==> config.mk <==
export PLATFORM = sky130hd
export DESIGN_NAME = iqam_cell
export DESIGN_NICKNAME = d
export VERILOG_FILES = /design/src/design/iqam_pkg.sv /design/src/design/iqam_cell.sv
export SDC_FILE = /design/constraint.sdc
export NUM_CORES = 1
export LEC_CHECK = 0
export ABC_AREA = 1
export ABC_CLOCK_PERIOD_IN_PS = 4800
export BUFFER_PORTS_ARGS = -buffer_cell sky130_fd_sc_hd__buf_4
export CAP_MARGIN = 20
export CELL_PAD_IN_SITES_DETAIL_PLACEMENT = 0
export CELL_PAD_IN_SITES_GLOBAL_PLACEMENT = 1
export CORE_MARGIN = 4
export CORE_UTILIZATION = 40
export DETAILED_ROUTE_END_ITERATION = 12
export PLACE_DENSITY = 0.84
export RECOVER_POWER = 100
export SETUP_SLACK_MARGIN = 0.1
export SYNTH_ARGS = -nofsm -noshare
export SYNTH_HDL_FRONTEND = slang
export SYNTH_SLANG_ARGS = --single-unit
==> constraint.sdc <==
create_clock -name clk -period 4.8 [get_ports clk]
set_clock_uncertainty 0.15 [all_clocks]
set_input_delay 0.72 -clock clk [delete_from_list [all_inputs] [get_ports clk]]
set_output_delay 0.72 -clock clk [all_outputs]
set_load 0.1 [all_outputs]
==> src/design/iqam_pkg.sv <==
// Shared types and constants of the IPv4 query AS matcher.
package iqam_pkg;

	localparam int NUM_QUERIES_DEF = 16;
	localparam int SLOT_W = 4;
	localparam int ADDR_W = 32;
	localparam int LEN_W = 6;
	localparam int ASN_W = 32;
	localparam int STATUS_W = 2;
	localparam int CMD_W = 2;
	localparam logic [LEN_W-1:0] LEN_MAX = LEN_W'(32);

	typedef enum logic [CMD_W-1:0] {
		CMD_LOAD  = 2'd0,
		CMD_ROUTE = 2'd1,
		CMD_READ  = 2'd2
	} cmd_t;

	typedef enum logic [STATUS_W-1:0] {
		ST_ABSENT  = 2'd0,
		ST_UNKNOWN = 2'd1,
		ST_KNOWN   = 2'd2
	} status_t;

	// Transaction as it travels along the row of cells. For a route, data holds
	// the prefix and mask the length mask; for a load, data holds the address;
	// for a read, data, asn and status collect the contents of the slot.
	typedef struct packed {
		logic                valid;
		cmd_t                cmd;
		logic [SLOT_W-1:0]   slot;
		logic [ADDR_W-1:0]   data;
		logic [ADDR_W-1:0]   mask;
		logic [ASN_W-1:0]    asn;
		status_t             status;
	} tok_t;

endpackage

==> src/design/iqam_cell.sv <==
// One query slot: holds address, status and AS, acts on each passing transaction.
module iqam_cell
	import iqam_pkg::*;
#(
	parameter int IDX = 0
) (
	input  logic clk,
	input  logic arst_n,
	input  logic en,
	input  tok_t tok_in,
	output tok_t tok_out
);

	localparam bit REACHABLE = IDX < (1 << SLOT_W);

	logic [ADDR_W-1:0] addr_q;
	status_t           status_q;
	logic [ASN_W-1:0]  asn_q;
	tok_t              tok_q;

	logic [ADDR_W-1:0] addr_d;
	status_t           status_d;
	logic [ASN_W-1:0]  asn_d;
	tok_t              tok_d;
	logic              sel;
	logic              octet_eq;
	logic              covered;

	assign sel = REACHABLE && (tok_in.slot == SLOT_W'(IDX));
	assign octet_eq = (addr_q[ADDR_W-1 -: 8] == tok_in.data[ADDR_W-1 -: 8]);
	assign covered = (((addr_q ^ tok_in.data) & tok_in.mask) == '0);

	always_comb begin
		addr_d   = addr_q;
		status_d = status_q;
		asn_d    = asn_q;
		tok_d    = tok_in;
		if (tok_in.valid) begin
			unique case (tok_in.cmd)
				CMD_LOAD: begin
					if (sel) begin
						addr_d   = tok_in.data;
						status_d = ST_ABSENT;
						asn_d    = '0;
					end
				end
				CMD_ROUTE: begin
					if (octet_eq) begin
						if (covered) begin
							status_d = ST_KNOWN;
							asn_d    = tok_in.asn;
						end else if (status_q == ST_ABSENT) begin
							status_d = ST_UNKNOWN;
						end
					end
				end
				CMD_READ: begin
					if (sel) begin
						tok_d.data   = addr_q;
						tok_d.status = status_q;
						tok_d.asn    = (status_q == ST_KNOWN) ? asn_q : '0;
					end
				end
				default: begin
					tok_d.valid = 1'b0;
				end
			endcase
		end
	end

	always_ff @(posedge clk or negedge arst_n) begin
		if (!arst_n) begin
			addr_q   <= '0;
			status_q <= ST_ABSENT;
			asn_q    <= '0;
			tok_q    <= '0;
		end else if (en) begin
			addr_q   <= addr_d;
			status_q <= status_d;
			asn_q    <= asn_d;
			tok_q    <= tok_d;
		end
	end

	assign tok_out = tok_q;

endmodule

==> impl_metrics.env <==
export IMPL_status="complete, but fails checks"
export IMPL_violations="capacitance limit, slew limit"
export IMPL_synth_top_area_share_pct=51.9
export IMPL_die_area_sq_um=23000
export IMPL_synth_area_leaders="dfrtp_1 52%, nand2_1 14%, nor2_1 6.5%, inv_1 4.3%, o21ai_0 4.3%"
export IMPL_yosysSeqAreaShare_pct=51.9
export IMPL_dp_cells=1488
export IMPL_worst_r2r_cell_count=10
export IMPL_synth_nets=1172
export IMPL_cts_root_buf="clkbuf_16"
export IMPL_path_cells="clkbuf_4 > nor2_1 > nand2_1 > or4_2 > clkbuf_2 > o21ai_0"
export IMPL_drt_antenna_violating_nets=0
export IMPL_cts_setup_buffers=0
export IMPL_ys_ff_latch=171
export IMPL_crit_end="addr_q[7]"
export IMPL_gr_usage_all_layers_pct=20.4
export IMPL_ys_types=29
export IMPL_yosys_warnings=0
export IMPL_yosys_area_top_type="dfrtp_1"
export IMPL_post_drt_wl_per_cell_um=15.6
export IMPL_path_depth=6
export IMPL_critical_path_top_delay_family="simple AND/OR/NAND/NOR gates"
export IMPL_crit_path_max_incr_delay_ps=900
export IMPL_post_route_period_util_pct=72.8
export IMPL_grt_setup_unrepaired="false"
export IMPL_h_tree_depth=4
export IMPL_fillCellCount=2145
export IMPL_cts_buffers=17
export IMPL_avgViaCountPerCell=4.89
export IMPL_use_met2_pct=32.5
export IMPL_overflow=0
export IMPL_min_period_ps=3490
export IMPL_ir_drop_mv=0.231
export IMPL_met3_usage_pct=4.19
export IMPL_worst_pin_slew_ps=2510
export IMPL_remaining_drc_errors=0
export IMPL_grt_pass1_vias=7016
export IMPL_place_port_buffers=212
export IMPL_clkLatencyLatePin_ps=420
export IMPL_antenna_found_initial=0
export IMPL_slew_headroom_pct=-67.1
export IMPL_finalSetupViolCount=0
export IMPL_critPathBufInv=2
export IMPL_cap_violations=2
export IMPL_place_gp_congestion=0.785
export IMPL_clock_path_buffers=2
export IMPL_nets=1347
export IMPL_crit_required_ps=4960
export IMPL_grt_first_pass_wirelength_um=37000
export IMPL_fin_cells=1521
export IMPL_cts_tree="yes"
export IMPL_hold_class="reg -> reg"
export IMPL_reg2reg_from="addr_q[5]"
export IMPL_cellPowerDensity_nw_per_um2=417
export IMPL_die_x_um=152
export IMPL_r2r_end="status_q[0]"
export IMPL_slowest_stage="or4_2"
export IMPL_syn_to_final_growth_pct=22.4
export IMPL_met1_usage_pct=28.4
export IMPL_critPathLaunchType="input port"
export IMPL_cts_resized_gates=0
export IMPL_cts_clk_slew_worst_paths_ps=70
export IMPL_io_pin_count=213
export IMPL_num_rows=52
export IMPL_path_class="in -> reg"
export IMPL_hold_buffers=0
export IMPL_drt_iter0_markers=409
export IMPL_firstDrtPassIters=7
export IMPL_hold_viol=0
export IMPL_synth_cells=1064
export IMPL_rrSetupSlack_ps=2120
export IMPL_timing_fmax_mhz=286
export IMPL_dp_hpwl_um=15700
export IMPL_grt_busiest_layer="met2"
export IMPL_critPathArrivalTime_ps=3660
export IMPL_die_h_um=152
export IMPL_clock_sinks=171
export IMPL_drive_above_1_share_pct=12.2
export IMPL_core_sq_um=20200
export IMPL_p_leak_nw=4.97
export IMPL_synthesis_area_sq_um=8250
export IMPL_path_max_fanout=64
export IMPL_syn_area_per_cell_sq_um=7.75
export IMPL_slew_violations=185
export IMPL_crit_path_end_kind="flop"
export IMPL_wl_um=23700
export IMPL_n_antenna_cell=0
export IMPL_start_util_pct=40.7
export IMPL_grt_max_degree=97
export IMPL_fin_setup_tns_ps=0
export IMPL_via_count=7445
export IMPL_critPathLaunch="tok_in[101]"
## power breakdown
| group | switching (W) | internal [W] | leakage, nW |
|---|---|---|---|
| clock | 0.000615 | 0.000846 | 0.298 |
| combinational | 0.000894 | 0.000191 | 2.56 |
| sequential | 0.0000839 | 0.00157 | 2.11 |
## cells by family (layout without fill, tap and decap cells)
group | Yosys count | after routing | synth area share [%]
buffers and inverters | 162 | 349 | 8.68
and+or+nand+nor | 561 | 561 | 28.0
AOI/OAI and AO/OA | 170 | 170 | 11.4
DFF | 171 | 171 | 51.9
## tightest hold or removal path: stages (launching register included)
cell and delay, ps:
dfrtp_1 340, nand2_1 50, nand2_1 50
## cells in the final DEF (no fill, tap or decap), drive strengths merged
master | Yosys | layout
a211oi | 1 | 1
a21o | 1 | 1
a21oi | 33 | 33
a31oi | 32 | 32
and2 | 1 | 1
buf | 25 | 109
bufinv | 0 | 3
clkbuf | 40 | 130
clkinv | 1 | 3
clkinvlp | 0 | 2
dfrtp | 171 | 171
inv | 96 | 102
nand2 | 312 | 312
nand3 | 64 | 64
nand4 | 33 | 33
nor2 | 145 | 145
nor3 | 2 | 2
o21ai | 103 | 103
or2 | 3 | 3
or4 | 1 | 1
## flip-flops by register name, summed over array words and instances (netlist names)
register	count
addr_q	32
asn_q	32
status_q	2
tok_out	105
## through the flow
step	utilization, %	hold slack (ps)	area (sq um)	power, W	setup WS (ps)
6_report	49.9	322	10100	0.00420	1310
5_1_grt	49.9	343	10100	0.00440	992
4_1_cts	52.0	282	10500	0.00432	2000
3_5_place_dp	49.0	309	9910	0.00285	1530
3_3_place_gp	49.0	303	9910	0.00284	1580
2_1_floorplan	-	274	8250	0.00251	2750
## cell usage after synthesis (all sizes together)
| cell | number |
|---|---|
| nand2 | 312 |
| dfrtp | 171 |
| nor2 | 145 |
| o21ai | 103 |
| inv | 96 |
| nand3 | 64 |
| clkbuf | 40 |
| a21oi | 33 |
| nand4 | 33 |
| a31oi | 32 |
| buf | 25 |
| or2 | 3 |
| nor3 | 2 |
| a211oi | 1 |
| a21o | 1 |
| and2 | 1 |
| clkinv | 1 |
| or4 | 1 |
## cell type report
class / count / area (sq um) / area share [%]
inverter: 97 / 364 / 3.61
clock buffer: 18 / 439 / 4.35
timing repair buffer: 221 / 1290 / 12.7
multi-input combinational: 731 / 3210 / 31.8
tap: 270 / 338 / 3.35
clock inverter: 13 / 180 / 1.78
sequential: 171 / 4280 / 42.4
## worst min-delay path by stage
stage	cells past startpoint	to	from
after detailed placement	2	asn_q[9]	asn_q[9]
after CTS	1	tok_out[57]	arst_n
after global routing	3	tok_out[43]	tok_in[43]
after floorplan	0	addr_q[0]	arst_n
final	2	tok_out[55]	tok_out[55]
after global placement	2	asn_q[9]	asn_q[9]
## layer usage
metal | wire (um) | up-vias | share of wire (%)
met5 | 0 | - | 0
met4 | 368 | 0 | 1.6
met3 | 1300 | 24 | 5.5
met2 | 11000 | 191 | 46
met1 | 11000 | 3473 | 46
li1 | - | 3757 | -
Power figures use the tool's default switching activity.
