--- config.mk ---
export PLATFORM = sky130hd
export DESIGN_NAME = iqam_head
export DESIGN_NICKNAME = d
export VERILOG_FILES = /design/src/design/iqam_pkg.sv /design/src/design/iqam_head.sv
export SDC_FILE = /design/constraint.sdc
export NUM_CORES = 1
export LEC_CHECK = 0
export BUFFER_PORTS_ARGS = -buffer_cell sky130_fd_sc_hd__buf_2
export CAP_MARGIN = 30
export CORE_MARGIN = 4
export CORE_UTILIZATION = 40
export DETAILED_ROUTE_END_ITERATION = 8
export GPL_ROUTABILITY_DRIVEN = 0
export PLACE_DENSITY = 0.76
export SYNTH_ARGS = -nofsm -noshare
export SYNTH_HDL_FRONTEND = slang
export SYNTH_SLANG_ARGS = --single-unit
--- constraint.sdc ---
create_clock -name clk -period 1.69 [get_ports clk]
set_input_delay 0.2535 -clock clk [delete_from_list [all_inputs] [get_ports clk]]
set_output_delay 0.2535 -clock clk [all_outputs]
set_load 0.02 [all_outputs]
--- src/design/iqam_pkg.sv ---
// Shared types and constants of the IPv4 query AS matcher.
package iqam_pkg;

	localparam int NUM_QUERIES_DEF = 16;
	localparam int SLOT_W = 4;
	localparam int ADDR_W = 32;
	localparam int LEN_W = 6;
	localparam int ASN_W = 32;
	localparam int STATUS_W = 2;
	localparam int CMD_W = 2;
	localparam logic [LEN_W-1:0] LEN_MAX = LEN_W'(32);

	typedef enum logic [CMD_W-1:0] {
		CMD_LOAD  = 2'd0,
		CMD_ROUTE = 2'd1,
		CMD_READ  = 2'd2
	} cmd_t;

	typedef enum logic [STATUS_W-1:0] {
		ST_ABSENT  = 2'd0,
		ST_UNKNOWN = 2'd1,
		ST_KNOWN   = 2'd2
	} status_t;

	// Transaction as it travels along the row of cells. For a route, data holds
	// the prefix and mask the length mask; for a load, data holds the address;
	// for a read, data, asn and status collect the contents of the slot.
	typedef struct packed {
		logic                valid;
		cmd_t                cmd;
		logic [SLOT_W-1:0]   slot;
		logic [ADDR_W-1:0]   data;
		logic [ADDR_W-1:0]   mask;
		logic [ASN_W-1:0]    asn;
		status_t             status;
	} tok_t;

endpackage

--- src/design/iqam_head.sv ---
// Entry stage: drops repeated routes, builds the length mask, forms the transaction.
module iqam_head
	import iqam_pkg::*;
(
	input  logic                clk,
	input  logic                arst_n,
	input  logic                en,
	input  logic                req_valid,
	input  logic [CMD_W-1:0]    cmd,
	input  logic [SLOT_W-1:0]   slot,
	input  logic [ADDR_W-1:0]   query_addr,
	input  logic [ADDR_W-1:0]   route_prefix,
	input  logic [LEN_W-1:0]    route_len,
	input  logic [ASN_W-1:0]    route_asn,
	output tok_t                tok
);

	logic [ADDR_W-1:0] prev_prefix_q;
	logic [LEN_W-1:0]  prev_len_q;
	logic              prev_valid_q;
	tok_t              tok_q;
	tok_t              tok_d;
	logic              is_route;
	logic              dup;
	logic [LEN_W-1:0]  sat_len;

	assign is_route = (cmd == CMD_ROUTE);
	assign dup = prev_valid_q && (prev_prefix_q == route_prefix) && (prev_len_q == route_len);
	assign sat_len = (route_len > LEN_MAX) ? LEN_MAX : route_len;

	always_comb begin
		tok_d        = '0;
		tok_d.cmd    = cmd_t'(cmd);
		tok_d.slot   = slot;
		tok_d.status = ST_ABSENT;
		unique case (cmd)
			CMD_LOAD: begin
				tok_d.valid = req_valid;
				tok_d.data  = query_addr;
			end
			CMD_ROUTE: begin
				tok_d.valid = req_valid && !dup;
				tok_d.data  = route_prefix;
				tok_d.mask  = ~({ADDR_W{1'b1}} >> sat_len);
				tok_d.asn   = route_asn;
			end
			CMD_READ: begin
				tok_d.valid = req_valid;
			end
			default: begin
				tok_d.valid = 1'b0;
			end
		endcase
	end

	always_ff @(posedge clk or negedge arst_n) begin
		if (!arst_n) begin
			prev_prefix_q <= '0;
			prev_len_q    <= '0;
			prev_valid_q  <= 1'b0;
			tok_q         <= '0;
		end else if (en) begin
			tok_q <= tok_d;
			if (req_valid && is_route && !dup) begin
				prev_prefix_q <= route_prefix;
				prev_len_q    <= route_len;
				prev_valid_q  <= 1'b1;
			end
		end
	end

	assign tok = tok_q;

endmodule

==> results by group, run 1 <==
Run status
  • Status: finished, violations left
  • Failing checks: setup timing

STA
  • Worst Clk Skew: between 0.005 and 0.006 ns
  • Final setup viols: 40
  • Final Hold Fails: 0
  • Min setup slack post-route: -0.178 ns
  • Slew @ Worst Pin: 0.620 ns
  • Crit path time final: 1.87 ns
  • Final worst path period share: 111%
  • RSZ-0062 raised after global routing: yes
  • Post-route setup TNS: -6.21 ns
  • Max Clock Freq: 535 MHz
  • Final Max Tran Viols: 0
  • Slew HR: 58.3%

Global route
  • Number of global-route vias before repair: 6,259
  • Global-route wire length before repair: 33,700 microns
  • Tot GR Track Use: 21.5%
  • Initial antenna violation count: 0
  • Grt ovf: 0
  • Largest net degree at the start of global routing: 48

Hold path
  • Hold depth: 2
  • Tightest Hold Check Type: in -> reg
  • Hold Path End: tok[15]
  • Hold Path Origin: route_asn[13]

Layout
  • Area delta synth->final: 37.5%
  • Commonest non-fill, non-tap cells in the layout: buf_2, dfrtp_1, nand2_1
  • Share of layout cells above drive strength 1: between 30% and 40%
  • Final Util: 56.6%
  • Fillers: 1,471
  • Commonest non-fill, non-tap cell in the layout: buf_2
  • Multi-input logic area: about 0.003 sq mm
  • Net count reported at finish: 1,027
  • ANT cells: 0
  • Area taken by flip-flops and latches: 0.00355 sq mm

Route
  • Routed len/inst: between 15 and 20 microns
  • Via/cell ratio: 5.47
  • Drt initial violations: 559
  • Drt first pass iters: 6
  • Total number of vias: 6,280
  • DRC viols: 0
  • Routed Antenna Nets: 0
  • DRT Wirelength: 21,100 microns

Floorplan
  • Die area: 0.0194 sq mm
  • Total core area: roughly 0.017 sq mm
  • Die Span Y: 139 microns
  • Chip Width: 139 microns
  • Num rows: 47
  • Num ports: 217
  • Initial core utilization: 41.2%

Logic synthesis
  • Area leader, netlist: dfrtp_1
  • YS warnings: 0
  • Post-synthesis cell area: 0.00690 sq mm
  • #FFs+latches synth: 142
  • Share of the synthesized area in the top cell type: 51.5%
  • Synth Area per Inst: between 10 and 15 sq um
  • Sequential fraction of the synthesis area: about half
  • Most common flop cell mapped by yosys: dfrtp_1
  • Ys async rst share: 100%
  • Number of flops mapped to enable cells by yosys: 0
  • Top cells by area, synth: dfrtp_1, o2bb2ai_1, nand2_1, mux2i_1, xnor2_1
  • Post-Synthesis Cells: 654
  • Synth unique cells: 42

Clock tree
  • Total CTS buffers: 17
  • CTS tree: done
  • Skew-Pair Late Insertion Delay: 0.42 ns
  • # clock sinks: approximately 140
  • CTS root buf: clkbuf_16
  • Clk pin slew, worst setup/hold paths: 0.07 ns
  • CTS max path bufs: 2
  • H-tree levels: 4

Power and ir drop
  • Lkg Pwr: 4.70 nW
  • Worst vdd ir: 0.729 mV
  • PD cells: around 1000 mW/mm^2

Setup path
  • CP endpoint kind: register
  • Worst Path Max Fanout: 11
  • Kind of critical path: reg -> reg
  • Critical Path Start Type: register
  • Worst R2R Path Depth: 7
  • Worst EP arrival: 2.17 ns
  • CP required: 1.99 ns
  • Worst r2r src: prev_prefix_q[7]
  • R2R setup slack: -0.18 ns
  • RR Endpoint: prev_prefix_q[12]

Placement
  • IO buf count: approximately 210
  • Hpwl dp: 14,700 microns

Flow run
  • Max-Cap Viols: 0
## worst max-delay path, cell delays in order (launching register included)
cell,delay (ns)
dfrtp_1,0.39
xnor2_1,0.18
nand4_1,0.23
nor4_4,0.34
buf_6,0.19
clkbuf_16,0.17
a31oi_1,0.07
nand3b_1,0.16
## kinds of logic (layout without fill, tap and decap cells)
family,Yosys count,in the layout,share of synthesized area [%]
compound gates,150,150,16.3
other cells,1,2,0.0544
flops,142,142,51.5
simple gates,206,206,16.5
mux,38,38,5.62
xor+xnor,38,38,4.82
buf+inv,79,352,5.22
## flip-flops by register name (all words and copies together) (netlist names)
name           cells
prev_prefix_q     32
prev_len_q         6
tok              103
prev_valid_q       1
## Yosys cell counts (all sizes together) (3+ instances only)
| cell type | n |
|---|---|
| nor4 | 3 |
| nand3 | 8 |
| buf | 41 |
| inv | 15 |
| a31oi | 39 |
| nand2 | 88 |
| clkbuf | 23 |
| a21boi | 4 |
| nand3b | 40 |
| o2bb2ai | 38 |
| nor2 | 6 |
| o221ai | 6 |
| and2 | 3 |
| o21ai | 13 |
| nand4 | 46 |
| mux2i | 32 |
| a21oi | 9 |
| dfrtp | 142 |
| a22o | 33 |
| xnor2 | 36 |
| mux2 | 6 |
## report_power, final
group	internal (mW)	switching [mW]	leakage, nW	total [mW]
registers	3.76	0.252	1.84	4.01
clock network	2.07	1.62	0.267	3.69
logic	0.874	1.03	2.59	1.90
## per-stage QoR
step	cell area [sq um]	power [mW]	setup slack, ns	hold slack [ns]	cells
final	9480	9.60	-0.178	0.0539	1148
after global routing	9480	10.1	-0.252	0.0366	1148
after CTS	9410	9.67	-0.153	0.0394	1147
after detailed placement	8710	5.92	-0.250	0.172	1108
after global placement	8710	5.87	-0.245	0.176	1108
after floorplan	6900	5.00	0.0650	-0.0421	655
## cell type report
cell class,instances,share of cell area (%)
clock buffer,17,4.49
clock inverter,15,1.57
inverter,15,0.594
multi-input combinational,434,32.4
sequential,142,37.5
tap,220,2.90
timing repair buffer,305,20.6
## per-layer routing
metal	up-vias	global-route usage, %	share of wire [%]
li1	2928	-	-
met1	3059	27.9	42
met2	271	36.1	49
met3	22	5.15	7.5
met4	0	6.13	1.5
met5	-	0	0
## timing repair
item,CTS,global route
resized for setup,11,9
hold endpoints to repair,31,0
gates cloned,2,1
buffers inserted,4,0
endpoints found under the setup margin,40,40
hold buffers,1,0
pin swaps,7,5
## how the worst max path moves through the flow
stage               depth (start not counted)               from                end  slack, ns
floorplan                                   7  prev_prefix_q[22]  prev_prefix_q[15]       0.06
global placement                            7       route_len[1]           tok[104]      -0.25
detailed placement                          7       route_len[1]           tok[104]      -0.25
CTS                                         7  prev_prefix_q[15]      prev_len_q[4]      -0.15
global route                                7   prev_prefix_q[6]   prev_prefix_q[3]      -0.25
finish                                      7   prev_prefix_q[7]  prev_prefix_q[12]      -0.18
Note: power is estimated with default switching activity, not from simulation.
==> inputs of run 2 (changes only) <==
--- a/config.mk
+++ b/config.mk
@@ -8,10 +8,10 @@
 export BUFFER_PORTS_ARGS = -buffer_cell sky130_fd_sc_hd__buf_2
 export CAP_MARGIN = 30
 export CORE_MARGIN = 4
-export CORE_UTILIZATION = 40
+export CORE_UTILIZATION = 45
 export DETAILED_ROUTE_END_ITERATION = 8
 export GPL_ROUTABILITY_DRIVEN = 0
-export PLACE_DENSITY = 0.76
+export PLACE_DENSITY = 0.83
 export SYNTH_ARGS = -nofsm -noshare
 export SYNTH_HDL_FRONTEND = slang
 export SYNTH_SLANG_ARGS = --single-unit
==> results by group, run 2 (synthesis gave the netlist of run 1 again) <==
Layout
  • Share of layout cells above drive strength 1: 38.4% (-0.31 points)
  • Max reg flops: 103 (unchanged)
  • Commonest non-fill, non-tap cells in the layout: buf_2, dfrtp_1, nand2_1
  • Net count reported at finish: 1,024 (-0.29%)
  • Final Util: 64.6% (+8.1 points)
  • Commonest non-fill, non-tap cell in the layout: buf_2
  • Area delta synth->final: 38.2%

Run status
  • Failing checks: setup timing
  • Status: finished, violations left

STA
  • Final setup viols: 40 (unchanged)
  • Worst Clk Skew: 0.0112 ns (+0.00586 ns)
  • Final Max Tran Viols: 0 (unchanged)
  • Final worst path period share: 110% (about the same)
  • Max Clock Freq: 535 MHz (about the same)
  • Min setup slack post-route: -0.177 ns (+0.000870 ns)
  • Crit path time final: 1.87 ns (-0.000870 ns)
  • Final Hold Fails: 0 (unchanged)
  • Post-route setup TNS: -5.96 ns (+0.250 ns)
  • RSZ-0062 raised after global routing: yes

Power and ir drop
  • Lkg Pwr: 4.70 nW (about the same)
  • Worst vdd ir: 0.747 mV (+2.4%)
  • PD cells: 987 mW/mm^2 (-2.5%)

Clock tree
  • H-tree levels: 4 (unchanged)
  • CTS root buf: clkbuf_16
  • Clk pin slew, worst setup/hold paths: 0.06 ns (about the same)
  • Skew-Pair Late Insertion Delay: 0.43 ns (about the same)
  • CTS tree: done
  • # clock sinks: 142 (unchanged)
  • CTS max path bufs: 2 (unchanged)
  • Total CTS buffers: 17 (unchanged)

Setup path
  • CP cell instances: xnor2_1 -> nand4_1 -> nor4_4 -> buf_6 -> buf_12 -> a31oi_1 -> nand3b_1
  • Worst Path Max Fanout: 16 (+5)
  • CP endpoint kind: register
  • Slowest stage cell, crit path: dfrtp_1
  • CP required: 1.98 ns (about the same)
  • Kind of critical path: reg -> reg
  • Max incr delay on CP: 0.40 ns (about the same)
  • Worst EP arrival: 2.16 ns (about the same)
  • Critical Path Start Type: register

Global route
  • Grt ovf: 0 (unchanged)
  • Number of global-route vias before repair: 6,505 (+3.9%)
  • Largest net degree at the start of global routing: 78 (+63%)
  • Tot GR Track Use: 23.9% (+2.3 points)
  • Global-route wire length before repair: 33,600 microns (-0.27%)
  • Initial antenna violation count: 1 (+1)

Floorplan
  • Die Span Y: 132 microns (-5.4%)
  • Die area: 0.0174 sq mm (-10%)
  • Num rows: 44 (-6.4%)
  • Total core area: 0.0148 sq mm (-12%)
  • Initial core utilization: 46.8% (+5.6 points)
  • Chip Width: 132 microns (-5.4%)
  • Num ports: 217 (unchanged)

Route
  • Drt initial violations: 608 (+8.8%)
  • Routed len/inst: 18.9 microns (+2.8%)
  • Routed Antenna Nets: 0 (unchanged)
  • Via/cell ratio: 5.80 (+6.1%)
  • Total number of vias: 6,443 (+2.6%)
  • Drt first pass iters: 5 (-1)
  • DRC viols: 0 (unchanged)
  • DRT Wirelength: 21,000 microns (-0.57%)

Flow run
  • Max-Cap Viols: 0 (unchanged)

Hold path
  • Tightest Hold Check Type: in -> reg

Placement
  • Hpwl dp: 13,600 microns (-7.8%)
  • IO buf count: 214 (unchanged)
==> run 2: cell count changes in the layout (fill, tap and decap cells not counted), moves of 3 or more <==
| cell | previous run | this run |
|---|---|---|
| buf_12 | 10 | 15 |
| buf_4 | 71 | 61 |
| clkinv_2 | 0 | 3 |
| clkinv_4 | 0 | 4 |
| inv_6 | 8 | 1 |
==> run 2: final timing paths <==
check | startpoint | end | slack [ns] | cells past startpoint
setup / recovery | prev_prefix_q[23] | prev_prefix_q[19] | -0.18 | 7
hold / removal | route_asn[4] | tok[6] | 0.05 | 2
setup reg to reg | prev_prefix_q[23] | prev_prefix_q[19] | -0.18 | 7
hold reg to reg | tok[95] | tok[95] | 0.48 | 1
max in group asynchronous | arst_n | tok[36] | 0.78 | 3
min in group asynchronous | arst_n | tok[92] | 0.24 | 2
==> run 2: area by class of cell <==
| type | instances | area [sq um] |
|---|---|---|
| fill | 1142 | 5220 |
| clock buffer | 19 | 433 |
| timing repair buffer | 302 | 2050 |
| antenna | 1 | 2.50 |
| tap | 184 | 230 |
| multi-input combinational | 434 | 3090 |
| sequential | 142 | 3550 |
| clock inverter | 13 | 119 |
| inverter | 15 | 56.3 |
==> run 2: per-layer routing <==
layer | track usage [%] | routed length (microns) | vias to the layer above
li1 | - | - | 2924
met1 | 29.9 | 8380 | 3125
met2 | 40.0 | 10700 | 347
met3 | 6.60 | 1590 | 47
met4 | 8.28 | 374 | 0
met5 | 0 | 0 | -
==> run 2: power breakdown <==
part / internal (mW) / switching, mW / total [mW]
logic: 0.865 / 1.03 / 1.89
clock network: 2.02 / 1.48 / 3.51
registers: 3.76 / 0.255 / 4.02
==> run 2: critical path, delay by kind of cell (launching register included) <==
kind / cells / cell delay, ns
AO/OA/AOI/OAI: 1 / 0.07
AND/OR/NAND/NOR: 3 / 0.73
buffers and inverters: 2 / 0.36
XOR/XNOR: 1 / 0.18
flip-flops: 1 / 0.40
==> run 2: per-stage QoR <==
| stage | setup WS (ns) | power, mW | hold slack (ns) | area, sq um | instances |
|---|---|---|---|---|---|
| floorplan | 0.0650 | 5.00 | -0.0421 | 6900 | 655 |
| global placement | -0.208 | 5.80 | 0.109 | 8560 | 1060 |
| detailed placement | -0.238 | 5.86 | 0.108 | 8560 | 1060 |
| CTS | -0.128 | 9.43 | 0.0307 | 9490 | 1108 |
| global route | -0.265 | 9.82 | 0.0383 | 9540 | 1110 |
| finish | -0.177 | 9.42 | 0.0471 | 9540 | 1110 |
==> run 2: timing repair <==
action,in CTS,in global routing
setup endpoints to repair,40,40
resized for setup,31,9
hold endpoints to repair,65,0
buffers inserted,8,2
pin swaps,30,18
hold buffers,1,0
gates cloned,7,1
